File: src/design/scd_pkg.sv
// shared types, sizes and result codes for the sleep countdown table
package scd_pkg;

    // table geometry
    localparam int SLOTS   = 16;
    localparam int IDX_W   = (SLOTS > 1) ? $clog2(SLOTS) : 1;
    localparam int CNT_W   = $clog2(SLOTS + 1);
    localparam int ID_W    = 8;
    localparam int TICKS_W = 32;
    localparam int REM_W   = 31;
    localparam int ENTRY_W = ID_W + REM_W;

    // item kinds
    localparam logic FUNC_SLEEP = 1'b0;
    localparam logic FUNC_TICK  = 1'b1;

    // result kinds
    localparam logic [1:0] KIND_ACCEPTED = 2'd0;
    localparam logic [1:0] KIND_IGNORED  = 2'd1;
    localparam logic [1:0] KIND_FULL     = 2'd2;
    localparam logic [1:0] KIND_WOKEN    = 2'd3;

    // input beat
    typedef struct packed {
        logic                       func;
        logic [ID_W-1:0]            thread_id;
        logic signed [TICKS_W-1:0]  sleep_ticks;
    } in_t;

    // result beat
    typedef struct packed {
        logic [1:0]      kind;
        logic [ID_W-1:0] woken_id;
        logic            last;
    } out_t;

    // controller to datapath
    typedef struct packed {
        logic accept_item;
        logic start_scan;
        logic sleep_finish;
        logic scan_step;
        logic scan_finish;
    } ctrl_cmd_t;

    // datapath to controller
    typedef struct packed {
        logic out_free;
        logic count_zero;
        logic last_entry;
        logic step_ok;
        logic pend_valid;
    } ctrl_st_t;

endpackage

File: src/design/scd_ram.sv
// generic simple dual-port ram with registered read
module scd_ram #(
    parameter int WIDTH = 8,
    parameter int DEPTH = 16
) (
    input  logic                                    aclk,
    input  logic                                    we,
    input  logic [((DEPTH > 1) ? $clog2(DEPTH) : 1)-1:0] waddr,
    input  logic [WIDTH-1:0]                        wdata,
    input  logic                                    re,
    input  logic [((DEPTH > 1) ? $clog2(DEPTH) : 1)-1:0] raddr,
    output logic [WIDTH-1:0]                        rdata
);

    logic [WIDTH-1:0] mem [DEPTH];
    logic [WIDTH-1:0] rdata_reg;

    // write port and registered read port
    always_ff @(posedge aclk) begin
        if (we) begin
            mem[waddr] <= wdata;
        end
        if (re) begin
            rdata_reg <= mem[raddr];
        end
    end

    assign rdata = rdata_reg;

endmodule

File: src/design/scd_ctrl.sv
// controller state machine for the sleep countdown table
module scd_ctrl import scd_pkg::*; (
    input  logic      aclk,
    input  logic      aresetn,
    input  logic      s_valid,
    input  logic      s_func,
    output logic      s_ready,
    input  ctrl_st_t  st,
    output ctrl_cmd_t cmd
);

    localparam logic [1:0] ST_IDLE  = 2'd0;
    localparam logic [1:0] ST_SLEEP = 2'd1;
    localparam logic [1:0] ST_SCAN  = 2'd2;
    localparam logic [1:0] ST_FIN   = 2'd3;

    logic [1:0] state_reg;
    logic [1:0] state_next;

    // next state and commands
    always_comb begin
        state_next = state_reg;
        cmd        = '0;
        s_ready    = 1'b0;
        unique case (state_reg)
            ST_IDLE: begin
                s_ready = 1'b1;
                if (s_valid) begin
                    cmd.accept_item = 1'b1;
                    if (s_func == FUNC_TICK) begin
                        cmd.start_scan = 1'b1;
                        state_next     = st.count_zero ? ST_FIN : ST_SCAN;
                    end else begin
                        state_next = ST_SLEEP;
                    end
                end
            end
            ST_SLEEP: begin
                if (st.out_free) begin
                    cmd.sleep_finish = 1'b1;
                    state_next       = ST_IDLE;
                end
            end
            ST_SCAN: begin
                if (st.step_ok) begin
                    cmd.scan_step = 1'b1;
                    if (st.last_entry) begin
                        state_next = ST_FIN;
                    end
                end
            end
            ST_FIN: begin
                if (!st.pend_valid || st.out_free) begin
                    cmd.scan_finish = 1'b1;
                    state_next      = ST_IDLE;
                end
            end
            default: begin
                state_next = ST_IDLE;
            end
        endcase
    end

    // state register
    always_ff @(posedge aclk) begin
        if (!aresetn) begin
            state_reg <= ST_IDLE;
        end else begin
            state_reg <= state_next;
        end
    end

    // a scan step only goes ahead when a held wake result can leave
    a_step_ok: assert property (@(posedge aclk) disable iff (!aresetn)
        cmd.scan_step |-> st.step_ok)
        else $error("scan step taken while blocked");

    // an empty table skips the scan
    a_empty_skip: assert property (@(posedge aclk) disable iff (!aresetn)
        (cmd.start_scan && st.count_zero) |=> (state_reg == ST_FIN))
        else $error("empty table did not skip the scan");

endmodule

File: src/design/scd_dp.sv
// datapath: item register, table ram, scan counters and result register
module scd_dp import scd_pkg::*; (
    input  logic      aclk,
    input  logic      aresetn,
    input  in_t       s_data,
    input  logic      m_ready,
    output out_t      m_data,
    output logic      m_valid,
    input  ctrl_cmd_t cmd,
    output ctrl_st_t  st
);

    in_t              item_reg;
    logic [CNT_W-1:0] count_reg,  count_next;
    logic [CNT_W-1:0] rd_idx_reg, rd_idx_next;
    logic [CNT_W-1:0] wr_idx_reg, wr_idx_next;
    logic             pend_valid_reg, pend_valid_next;
    logic [ID_W-1:0]  pend_id_reg, pend_id_next;
    out_t             out_reg, out_next;
    logic             out_valid_reg, out_valid_next;
    logic             out_load;

    logic               ram_we;
    logic [IDX_W-1:0]   ram_waddr;
    logic [ENTRY_W-1:0] ram_wdata;
    logic               ram_re;
    logic [IDX_W-1:0]   ram_raddr;
    logic [ENTRY_W-1:0] ram_rdata;

    logic [ID_W-1:0]  entry_id;
    logic [REM_W-1:0] entry_rem;
    logic [REM_W-1:0] entry_dec;
    logic             entry_woken;
    logic [CNT_W-1:0] rd_idx_inc;
    logic             out_free;
    logic             nonpositive;
    logic             table_full;
    logic [1:0]       sleep_kind;

    // table storage: thread id over remaining ticks
    scd_ram #(
        .WIDTH (ENTRY_W),
        .DEPTH (SLOTS)
    ) u_table (
        .aclk  (aclk),
        .we    (ram_we),
        .waddr (ram_waddr),
        .wdata (ram_wdata),
        .re    (ram_re),
        .raddr (ram_raddr),
        .rdata (ram_rdata)
    );

    // entry decode and sleep classification
    assign entry_id    = ram_rdata[ENTRY_W-1 -: ID_W];
    assign entry_rem   = ram_rdata[REM_W-1:0];
    assign entry_woken = (entry_rem == REM_W'(1));
    assign entry_dec   = (entry_rem == '0) ? entry_rem : entry_rem - REM_W'(1);
    assign rd_idx_inc  = rd_idx_reg + CNT_W'(1);
    assign out_free    = !out_valid_reg || m_ready;
    assign nonpositive = (item_reg.sleep_ticks == '0) || item_reg.sleep_ticks[TICKS_W-1];
    assign table_full  = (count_reg == CNT_W'(SLOTS));

    always_comb begin
        priority if (nonpositive) begin
            sleep_kind = KIND_IGNORED;
        end else if (table_full) begin
            sleep_kind = KIND_FULL;
        end else begin
            sleep_kind = KIND_ACCEPTED;
        end
    end

    // status to the controller
    assign st.out_free   = out_free;
    assign st.count_zero = (count_reg == '0);
    assign st.last_entry = (rd_idx_inc == count_reg);
    assign st.step_ok    = !(entry_woken && pend_valid_reg && !out_free);
    assign st.pend_valid = pend_valid_reg;

    // read port: entry 0 on scan start, then one ahead of the step
    assign ram_re    = cmd.start_scan || cmd.scan_step;
    assign ram_raddr = cmd.start_scan ? '0 : rd_idx_inc[IDX_W-1:0];

    // next state of counters, pending wake and result register
    always_comb begin
        count_next      = count_reg;
        rd_idx_next     = rd_idx_reg;
        wr_idx_next     = wr_idx_reg;
        pend_valid_next = pend_valid_reg;
        pend_id_next    = pend_id_reg;
        out_next        = out_reg;
        out_load        = 1'b0;
        ram_we          = 1'b0;
        ram_waddr       = wr_idx_reg[IDX_W-1:0];
        ram_wdata       = {entry_id, entry_dec};

        if (cmd.sleep_finish) begin
            out_load = 1'b1;
            out_next = '{kind: sleep_kind, woken_id: item_reg.thread_id, last: 1'b1};
            if (sleep_kind == KIND_ACCEPTED) begin
                ram_we     = 1'b1;
                ram_waddr  = count_reg[IDX_W-1:0];
                ram_wdata  = {item_reg.thread_id, item_reg.sleep_ticks[REM_W-1:0]};
                count_next = count_reg + CNT_W'(1);
            end
        end

        if (cmd.start_scan) begin
            rd_idx_next     = '0;
            wr_idx_next     = '0;
            pend_valid_next = 1'b0;
        end

        if (cmd.scan_step) begin
            rd_idx_next = rd_idx_inc;
            if (entry_woken) begin
                // the earlier wake leaves, not the last of the run
                if (pend_valid_reg) begin
                    out_load = 1'b1;
                    out_next = '{kind: KIND_WOKEN, woken_id: pend_id_reg, last: 1'b0};
                end
                pend_valid_next = 1'b1;
                pend_id_next    = entry_id;
            end else begin
                // keep the entry, packed down to the write index
                ram_we      = 1'b1;
                wr_idx_next = wr_idx_reg + CNT_W'(1);
            end
        end

        if (cmd.scan_finish) begin
            if (pend_valid_reg) begin
                out_load = 1'b1;
                out_next = '{kind: KIND_WOKEN, woken_id: pend_id_reg, last: 1'b1};
            end
            pend_valid_next = 1'b0;
            count_next      = wr_idx_reg;
        end

        out_valid_next = out_load || (out_valid_reg && !m_ready);
    end

    // control registers
    always_ff @(posedge aclk) begin
        if (!aresetn) begin
            count_reg      <= '0;
            rd_idx_reg     <= '0;
            wr_idx_reg     <= '0;
            pend_valid_reg <= 1'b0;
            out_valid_reg  <= 1'b0;
        end else begin
            count_reg      <= count_next;
            rd_idx_reg     <= rd_idx_next;
            wr_idx_reg     <= wr_idx_next;
            pend_valid_reg <= pend_valid_next;
            out_valid_reg  <= out_valid_next;
        end
    end

    // payload registers
    always_ff @(posedge aclk) begin
        if (cmd.accept_item) begin
            item_reg <= s_data;
        end
        pend_id_reg <= pend_id_next;
        out_reg     <= out_next;
    end

    assign m_data  = out_reg;
    assign m_valid = out_valid_reg;

    // fill count never passes the table size
    a_count_range: assert property (@(posedge aclk) disable iff (!aresetn)
        count_reg <= CNT_W'(SLOTS))
        else $error("fill count beyond table size");

    // compaction never writes ahead of the read side
    a_wr_behind_rd: assert property (@(posedge aclk) disable iff (!aresetn)
        wr_idx_reg <= rd_idx_reg)
        else $error("write index ahead of read index");

    // a new result never overwrites one still waiting
    a_no_overwrite: assert property (@(posedge aclk) disable iff (!aresetn)
        out_load |-> out_free)
        else $error("result register overwritten");

endmodule

File: src/design/sleep_countdown_table.sv
// top level of the sleep countdown table: controller plus datapath
//
//   channel | ports                      | direction | beat
//   --------+----------------------------+-----------+-----------------------------
//   input   | s_valid, s_ready, s_data   | in        | func, thread_id, sleep_ticks
//   result  | m_valid, m_ready, m_data   | out       | kind, woken_id, last
//
// a sleep request is captured in the item register, and its result is loaded once the
// result port is free. a tick starts with a read of entry 0, steps through the entries
// (one read of the table ram per cycle while no held wake blocks it) and then closes.
// reset empties the table through the fill count; the ram needs no clearing.
// a stalled result port holds a sleep request, a tick at each wake after the first,
// and the close of a tick while its final wake is still held.
module sleep_countdown_table import scd_pkg::*; (
    input  logic aclk,
    input  logic aresetn,
    input  logic s_valid,
    output logic s_ready,
    input  in_t  s_data,
    output logic m_valid,
    input  logic m_ready,
    output out_t m_data
);

    ctrl_cmd_t cmd;
    ctrl_st_t  st;

    // sequencing
    scd_ctrl u_ctrl (
        .aclk    (aclk),
        .aresetn (aresetn),
        .s_valid (s_valid),
        .s_func  (s_data.func),
        .s_ready (s_ready),
        .st      (st),
        .cmd     (cmd)
    );

    // storage and result path
    scd_dp u_dp (
        .aclk    (aclk),
        .aresetn (aresetn),
        .s_data  (s_data),
        .m_ready (m_ready),
        .m_data  (m_data),
        .m_valid (m_valid),
        .cmd     (cmd),
        .st      (st)
    );

endmodule
File: config.mk
export PLATFORM = sky130hd
export DESIGN_NAME = sleep_countdown_table
export DESIGN_NICKNAME = d
export VERILOG_FILES = /design/src/design/scd_pkg.sv /design/src/design/scd_ram.sv /design/src/design/scd_ctrl.sv /design/src/design/scd_dp.sv /design/src/design/sleep_countdown_table.sv
export SDC_FILE = /design/constraint.sdc
export NUM_CORES = 1
export LEC_CHECK = 0
export ABC_AREA = 1
export BUFFER_PORTS_ARGS = -buffer_cell sky130_fd_sc_hd__buf_4
export CORE_ASPECT_RATIO = 0.8
export CORE_UTILIZATION = 35
export DETAILED_ROUTE_END_ITERATION = 16
export SLEW_MARGIN = 30
export SYNTH_ARGS = -nofsm -noshare
export SYNTH_HDL_FRONTEND = slang
export SYNTH_HIERARCHICAL = 1
export SYNTH_SLANG_ARGS = --single-unit
File: constraint.sdc
create_clock -name aclk -period 8.25 [get_ports aclk]
set_input_delay 0.4125 -clock aclk [delete_from_list [all_inputs] [get_ports aclk]]
set_output_delay 0.4125 -clock aclk [all_outputs]
set_load 0.05 [all_outputs]
==> flow_summary_export.csv, run 1 <==
group,metric,value,unit
status,status,"finished, final reports clean",
route,vias,22100,
layout,diodes,0,
worst_setup_path,crit_type,"flip-flop to flip-flop",
cts,cts.repair.resized,0,
floorplan,io_pins,58,
yosys,yosysWarnings,6,
yosys,synth_area,32800,um2
pwr,comb_power_share,32.1,%
pwr,ir_drop,0.000221,V
timing,setup_slack,4.06,ns
yosys,synth.avg_cell_area,10.1,um2
route,drtIter0Drc,2128,
pwr,p_switching,4.72,mW
yosys,synthCells,3238,
worst_setup_path,cp_max_fo,32,
worst_setup_path,cp-start-kind,"flip-flop",
worst_setup_path,slowest_stage,"nor2_4",
cts,h-tree-depth,3,
pwr,p_int,8.18,mW
yosys,synth_flop_cell,"edfxtp_1",
cts,cts_buffer_depth,3,
route,drt-total-wl,84.1,mm
yosys,syn_nets,3290,
cts,cts_tree,"done",
worst_setup_path,arrival,4.47,ns
route,drtAntennaViolNets,0,
cts,clk_pin_slew,0.06,ns
floorplan,start_util,35.3,%
floorplan,die_y,276,um
layout,syn_to_final_growth,13.5,%
global_routing,grt_usage,17.7,%
worst_setup_path,worst_path_largest_cell_delay,0.73,ns
timing,slew_headroom,31.0,%
route,routedWlPerCell,18.3,um
global_routing,gr-total-overflow,0,
worst_hold_path,min_path_type,"primary input to flip-flop",
timing,drv_slew,0,
worst_setup_path,end_kind,"flip-flop",
yosys,synthDistinctLibCells,41,
job,cap_violations,0,
timing,setup_violations,0,
global_routing,grt_max_degree,162,
worst_setup_path,path_cells,"inv_1 -> nor3_1 -> nand2_1 -> inv_2 -> nand3_4 -> o21ai_0 -> nand3b_1 -> nor2_4 -> buf_4",
route,firstDrtPassIters,7,
floorplan,die_area,95000,um2
floorplan,design.core.area,93000,um2
global_routing,grt_pass1_vias,20300,
timing,worst_pin_slew,1.03,ns
pwr,sw_frac_of_total,36.6,%
worst_setup_path,r2r_cells,9,
cts,clkLatencyLatePin,0.64,ns
pwr,pwr_density_cell,346,nW/um2
cts,root_buffer,"clkbuf_16",
yosys,synth_edf_count,711,
yosys,async_flop_share,0,%
global_routing,grt_pass1_wl,127,mm
timing,finalSetupTns,0,ns
placement,post-dp-hpwl,46.5,mm
timing,min_period_over_period,50.8,%
timing,clock.fmax,0.239,GHz
worst_setup_path,critical_path_required,8.53,ns
timing,rsz0062_at_grt,"false",
pwr,seqPwrFrac,42.3,%
route,drc,0,
placement,post-place-cells,4418,
pwr,clkPwrFrac,25.7,%
worst_hold_path,min_path_cells,3,
timing,final-hold-violation-count,0,
layout,final_nets,3364,
timing,clock_skew,0.0312,ns
cts,cts.sinks,741,
timing,fin_crit,4.19,ns
layout,largest_reg_flops,624,
floorplan,row_count,100,
yosys,ys_ff_latch,741,
cts,numCtsBuffers,75,
layout,instances_no_fill,4591,
global_routing,antenna_found_initial,2,
yosys,ys_seq_area_share,66.9,%
layout,drive_gt1_share,8.05,%
floorplan,die_x,344,um
layout,fillerInstances,8854,
placement,pre_cts_ws,3.89,ns
route,viasPerCell,4.80,
placement,globalplace.congestion,0.890,
placement,port_buffers,57,
pwr,p_leak,15.4,nW
==> cell usage in the layout, fill, tap and decap left out, types with 6 or more instances in the layout <==
| cell | netlist | final |
|---|---|---|
| nand2_1 | 989 | 989 |
| edfxtp_1 | 711 | 711 |
| inv_1 | 549 | 546 |
| nand3_1 | 515 | 515 |
| buf_4 | 27 | 101 |
| nor2_1 | 115 | 94 |
| clkbuf_16 | 0 | 75 |
| dlygate4sd3_1 | 0 | 40 |
| o21ai_0 | 36 | 30 |
| dfxtp_1 | 30 | 30 |
| nor2_4 | 3 | 24 |
| clkinv_1 | 1 | 19 |
| clkbuf_1 | 22 | 18 |
| o21ai_1 | 16 | 18 |
| xor2_1 | 18 | 18 |
| a21oi_1 | 22 | 17 |
| xnor2_1 | 12 | 12 |
| nor2_2 | 9 | 9 |
| inv_2 | 9 | 9 |
| nand4_1 | 9 | 9 |
| clkinv_2 | 0 | 8 |
| o22ai_1 | 8 | 8 |
| bufinv_16 | 0 | 7 |
| ha_1 | 7 | 7 |
| nand2_2 | 6 | 6 |
==> routing by layer <==
metal | up-vias | global-route usage (%) | part of all wire, %
li1 | 10600 | - | -
met1 | 10600 | 26.3 | 47
met2 | 746 | 26.8 | 44
met3 | 119 | 2.83 | 7.2
met4 | 4 | 4.58 | 2.0
met5 | - | 0 | 0.037
==> metrics by stage <==
| stage | utilization (%) | hold slack [ns] | total power, mW | instance area, um2 |
|---|---|---|---|---|
| floorplan | - | 0.424 | 8.25 | 32800 |
| global placement | 37.1 | 0.434 | 9.58 | 34500 |
| detailed placement | 37.1 | 0.436 | 9.63 | 34500 |
| CTS | 40.1 | 0.000293 | 13.0 | 37200 |
| global route | 40.1 | 0.0424 | 13.6 | 37300 |
| finish | 40.1 | 0.0390 | 12.9 | 37300 |
==> power by group through the flow <==
stage               Sequential, mW  Combinational (mW)  Clock (mW)
floorplan                     5.56                2.69           0
global placement              5.52                4.05           0
detailed placement            5.53                4.10           0
CTS                           5.46                4.13        3.39
global route                  5.49                4.58        3.51
finish                        5.46                4.14        3.31
==> cell families (layout without fill, tap and decap cells) <==
logic type      Yosys count  count (layout)  synth area share, %
xor+xnor                 30              30                0.800
fa+ha+maj                 7               7                0.267
simple gates           1664            1664                 21.5
flops                   741             741                 66.9
buf+inv                 708             837                 9.15
compound gates           88              88                 1.43
==> cells in the mapped netlist (7+ instances only) <==
cell type	instances	share of area (%)
inv_1	549	6.3
o21ai_1	16	0.24
nor2_1	115	1.3
buf_6	21	0.72
xor2_1	18	0.48
buf_4	27	0.62
dfxtp_1	30	1.8
o22ai_1	8	0.15
ha_1	7	0.27
inv_2	9	0.10
nor2_2	9	0.17
o21ai_0	36	0.55
edfxtp_1	711	65
buf_1	9	0.10
nand2_1	989	11
xnor2_1	12	0.32
clkbuf_1	22	0.25
nand3_1	515	7.9
a21oi_1	22	0.34
buf_2	69	1.1
nand4_1	9	0.17
==> timing repair <==
action                                  CTS  global route
hold buffers                             40             0
hold endpoints to repair                 40             0
endpoints found under the setup margin    0             0
setup buffers                             0             0
==> final cells by class <==
cell class	instances	area [um2]	share of cell area [%]
inverters	560	2120	5.69
flip-flops and latches	741	22000	58.9
repair buffers	145	1250	3.34
multi-input cells	1789	8100	21.7
clock inverters	39	389	1.04
clock buffers	93	1940	5.22
well taps	1224	1530	4.11
==> worst max-delay path, delay by kind of cell, from the launching register on <==
kind                   cells  cell delay (ns)
buffers and inverters      3             0.81
DFF                        1             0.34
and+or+nand+nor            5             2.16
AOI/OAI and AO/OA          1             0.46
==> worst paths after layout <==
path | end | slack (ns) | startpoint
min reg2reg | u_dp/pend_id_reg[4] | 0.45 | u_dp/u_table/rdata[35]
max | u_dp/u_table/mem[6][3] | 4.06 | u_ctrl/state_reg[0]
min | u_ctrl/state_reg[0] | 0.04 | aresetn
max reg2reg | u_dp/u_table/mem[6][3] | 4.06 | u_ctrl/state_reg[0]
Power figures use the tool's default switching activity.
==> run 2: changes to the inputs <==
- clock period: 8.25 -> 3.6 ns (I/O delays scaled with it)
==> run 2 against run 1 <==
Effect of this change:
- clock power increased by 120%
- critical path type unchanged
- count of clock-buffer cells in the layout grew 4
- sequential share of layout area fell by 0.95 points
- critical endpoint is now u_dp/u_table/mem[6][28]
==> flow_summary_export.csv, run 2 (synthesized netlist as in run 1, its figures left out) <==
group,metric,value,unit
route,firstDrtPassIters,6,
cts,post_cts_buffers,0,
global_routing,grt_pass1_wl,130,mm
route,wl_met2,38.8,mm
layout,syn_to_final_growth,15.4,%
route,drtAntennaViolNets,0,
job,cap_violations,0,
cts,cts.sinks,741,
global_routing,grt_usage,18.2,%
layout,largest_reg_flops,624,
floorplan,row_count,100,
layout,diodes,0,
worst_setup_path,worst_path_largest_cell_delay,0.48,ns
floorplan,start_util,35.3,%
timing,setup_violations,0,
timing,worst_pin_slew,0.903,ns
route,wl_met3,7.39,mm
global_routing,gr-total-overflow,0,
route,drt-total-wl,86.3,mm
worst_setup_path,end_kind,"flip-flop",
timing,clock_skew,0.0352,ns
worst_setup_path,critical_path_required,3.91,ns
cts,cts_buffer_depth,3,
timing,min_period_over_period,92.9,%
worst_setup_path,crit_type,"flip-flop to flip-flop",
worst_setup_path,cp-start-kind,"flip-flop",
floorplan,die_area,95000,um2
floorplan,die_x,344,um
placement,post-dp-hpwl,49.8,mm
route,viasPerCell,4.82,
layout,fillerInstances,8828,
layout,drive_gt1_share,8.95,%
worst_setup_path,arrival,3.65,ns
pwr,p_leak,15.7,nW
cts,clk_pin_slew,0.06,ns
timing,clock.fmax,0.299,GHz
layout,multiInputGateArea,8050,um2
timing,fin_crit,3.34,ns
route,vias,22300,
floorplan,die_y,276,um
route,top_layer,"met4",
worst_setup_path,slowest_stage,"nor2_4",
route,drc,0,
cts,clkLatencyLatePin,0.63,ns
floorplan,design.core.area,93000,um2
global_routing,antenna_found_initial,2,
cts,cts_tree,"done",
global_routing,grt_pass1_vias,21100,
route,wl_met1,38.4,mm
timing,drv_slew,0,
cts,h-tree-depth,3,
layout,layout_common_cells,"nand2_1 (989), edfxtp_1 (711), inv_1 (546)",
timing,final-hold-violation-count,0,
worst_setup_path,cp_common_cell,"nand2_1",
layout,final_nets,3408,
route,routedWlPerCell,18.6,um
placement,port_buffers,57,
worst_setup_path,cp_max_fo,22,
cts,root_buffer,"clkbuf_16",
timing,rsz0062_at_grt,"false",
global_routing,grt_max_degree,93,
layout,final_common_cell,"nand2_1",
cts,numCtsBuffers,73,
status,status,"finished, final reports clean",
placement,globalplace.congestion,0.897,
timing,slew_headroom,39.6,%
route,drtIter0Drc,2174,
pwr,ir_drop,0.000544,V
floorplan,io_pins,58,
timing,whs,0.0643,ns
pwr,pwr_density_cell,782,nW/um2
worst_hold_path,min_path_type,"primary input to flip-flop",
worst_setup_path,path_cells,"nand2_1 -> inv_1 -> nor3_1 -> nand2_1 -> inv_2 -> nand3_4 -> o21ai_0 -> nand3b_1 -> nor2_4 -> buf_12",
layout,ff_latch_area,22000,um2
timing,finalSetupTns,0,ns
## run 2: cell count changes in the layout (fill, tap and decap cells not counted), moves of 3 or more
cell / change
o21ai_1: -3
o21ai_2: -3
clkinv_2: +4
a21oi_1: +4
dlygate4sd3_1: +4
buf_4: +8
a21oi_2: -4
bufinv_16: -4
clkinv_1: -5
o21ai_0: +6
buf_12: +35
## run 2: worst paths after layout
check / endpoint / startpoint / slack (ns) / depth (start not counted)
worst max-delay path: u_dp/u_table/mem[6][28] / u_dp/m_valid / 0.26 / 10
worst min-delay path: u_dp/m_valid / m_ready / 0.06 / 6
worst max register to register: u_dp/u_table/mem[6][28] / u_dp/m_valid / 0.26 / 10
worst min register to register: u_dp/m_data[1] / u_dp/pend_id_reg[0] / 0.46 / 2
## run 2: cell type report
class | instances | area share [%]
Timing Repair Buffer | 191 | 5.33
Clock buffer | 97 | 5.28
Multi-Input combinational cell | 1789 | 21.2
Inverter | 560 | 5.58
Clock inverter | 31 | 0.604
Sequential cell | 741 | 57.9
Tap cell | 1224 | 4.04
## run 2: stage by stage
stage                     cell area, um2  util [%]  total power [mW]  cells  worst slack [ns]
final                              37900      40.8              29.6   4633             0.257
after global routing               37900      40.8              31.2   4633             0.101
after CTS                          37900      40.8              29.8   4633             0.278
after detailed placement           35200      37.9              22.4   4461             0.326
after global placement             35200      37.9              22.3   4461             0.284
after floorplan                    32800         -              18.9   3238            -0.566
## run 2: per-layer routing
metal,GRT usage [%],vias to the layer above
li1,-,10700
met3,4.01,130
met1,25.7,10700
met4,4.87,0
met5,0,-
met2,28.4,800
## run 2: timing repair
| action | CTS | global route |
|---|---|---|
| gates resized for setup | 0 | 0 |
| endpoints found under the hold margin | 45 | 0 |
| hold buffers | 44 | 0 |
## run 2: report_power, final
group / internal, mW / leakage, nW / switching (mW) / total [mW]
sequential: 12.0 / 6.69 / 0.409 / 12.4
combinational: 2.68 / 7.87 / 7.21 / 9.89
clock: 4.12 / 1.10 / 3.19 / 7.31
total: 18.8 / 15.7 / 10.8 / 29.6
## run 2: critical path, delay by kind of cell (launching register included)
family,cells,cell delay (ns)
AO/OA/AOI/OAI,1,0.42
flip-flops,1,0.31
buffers and inverters,3,0.54
AND/OR/NAND/NOR,6,1.74
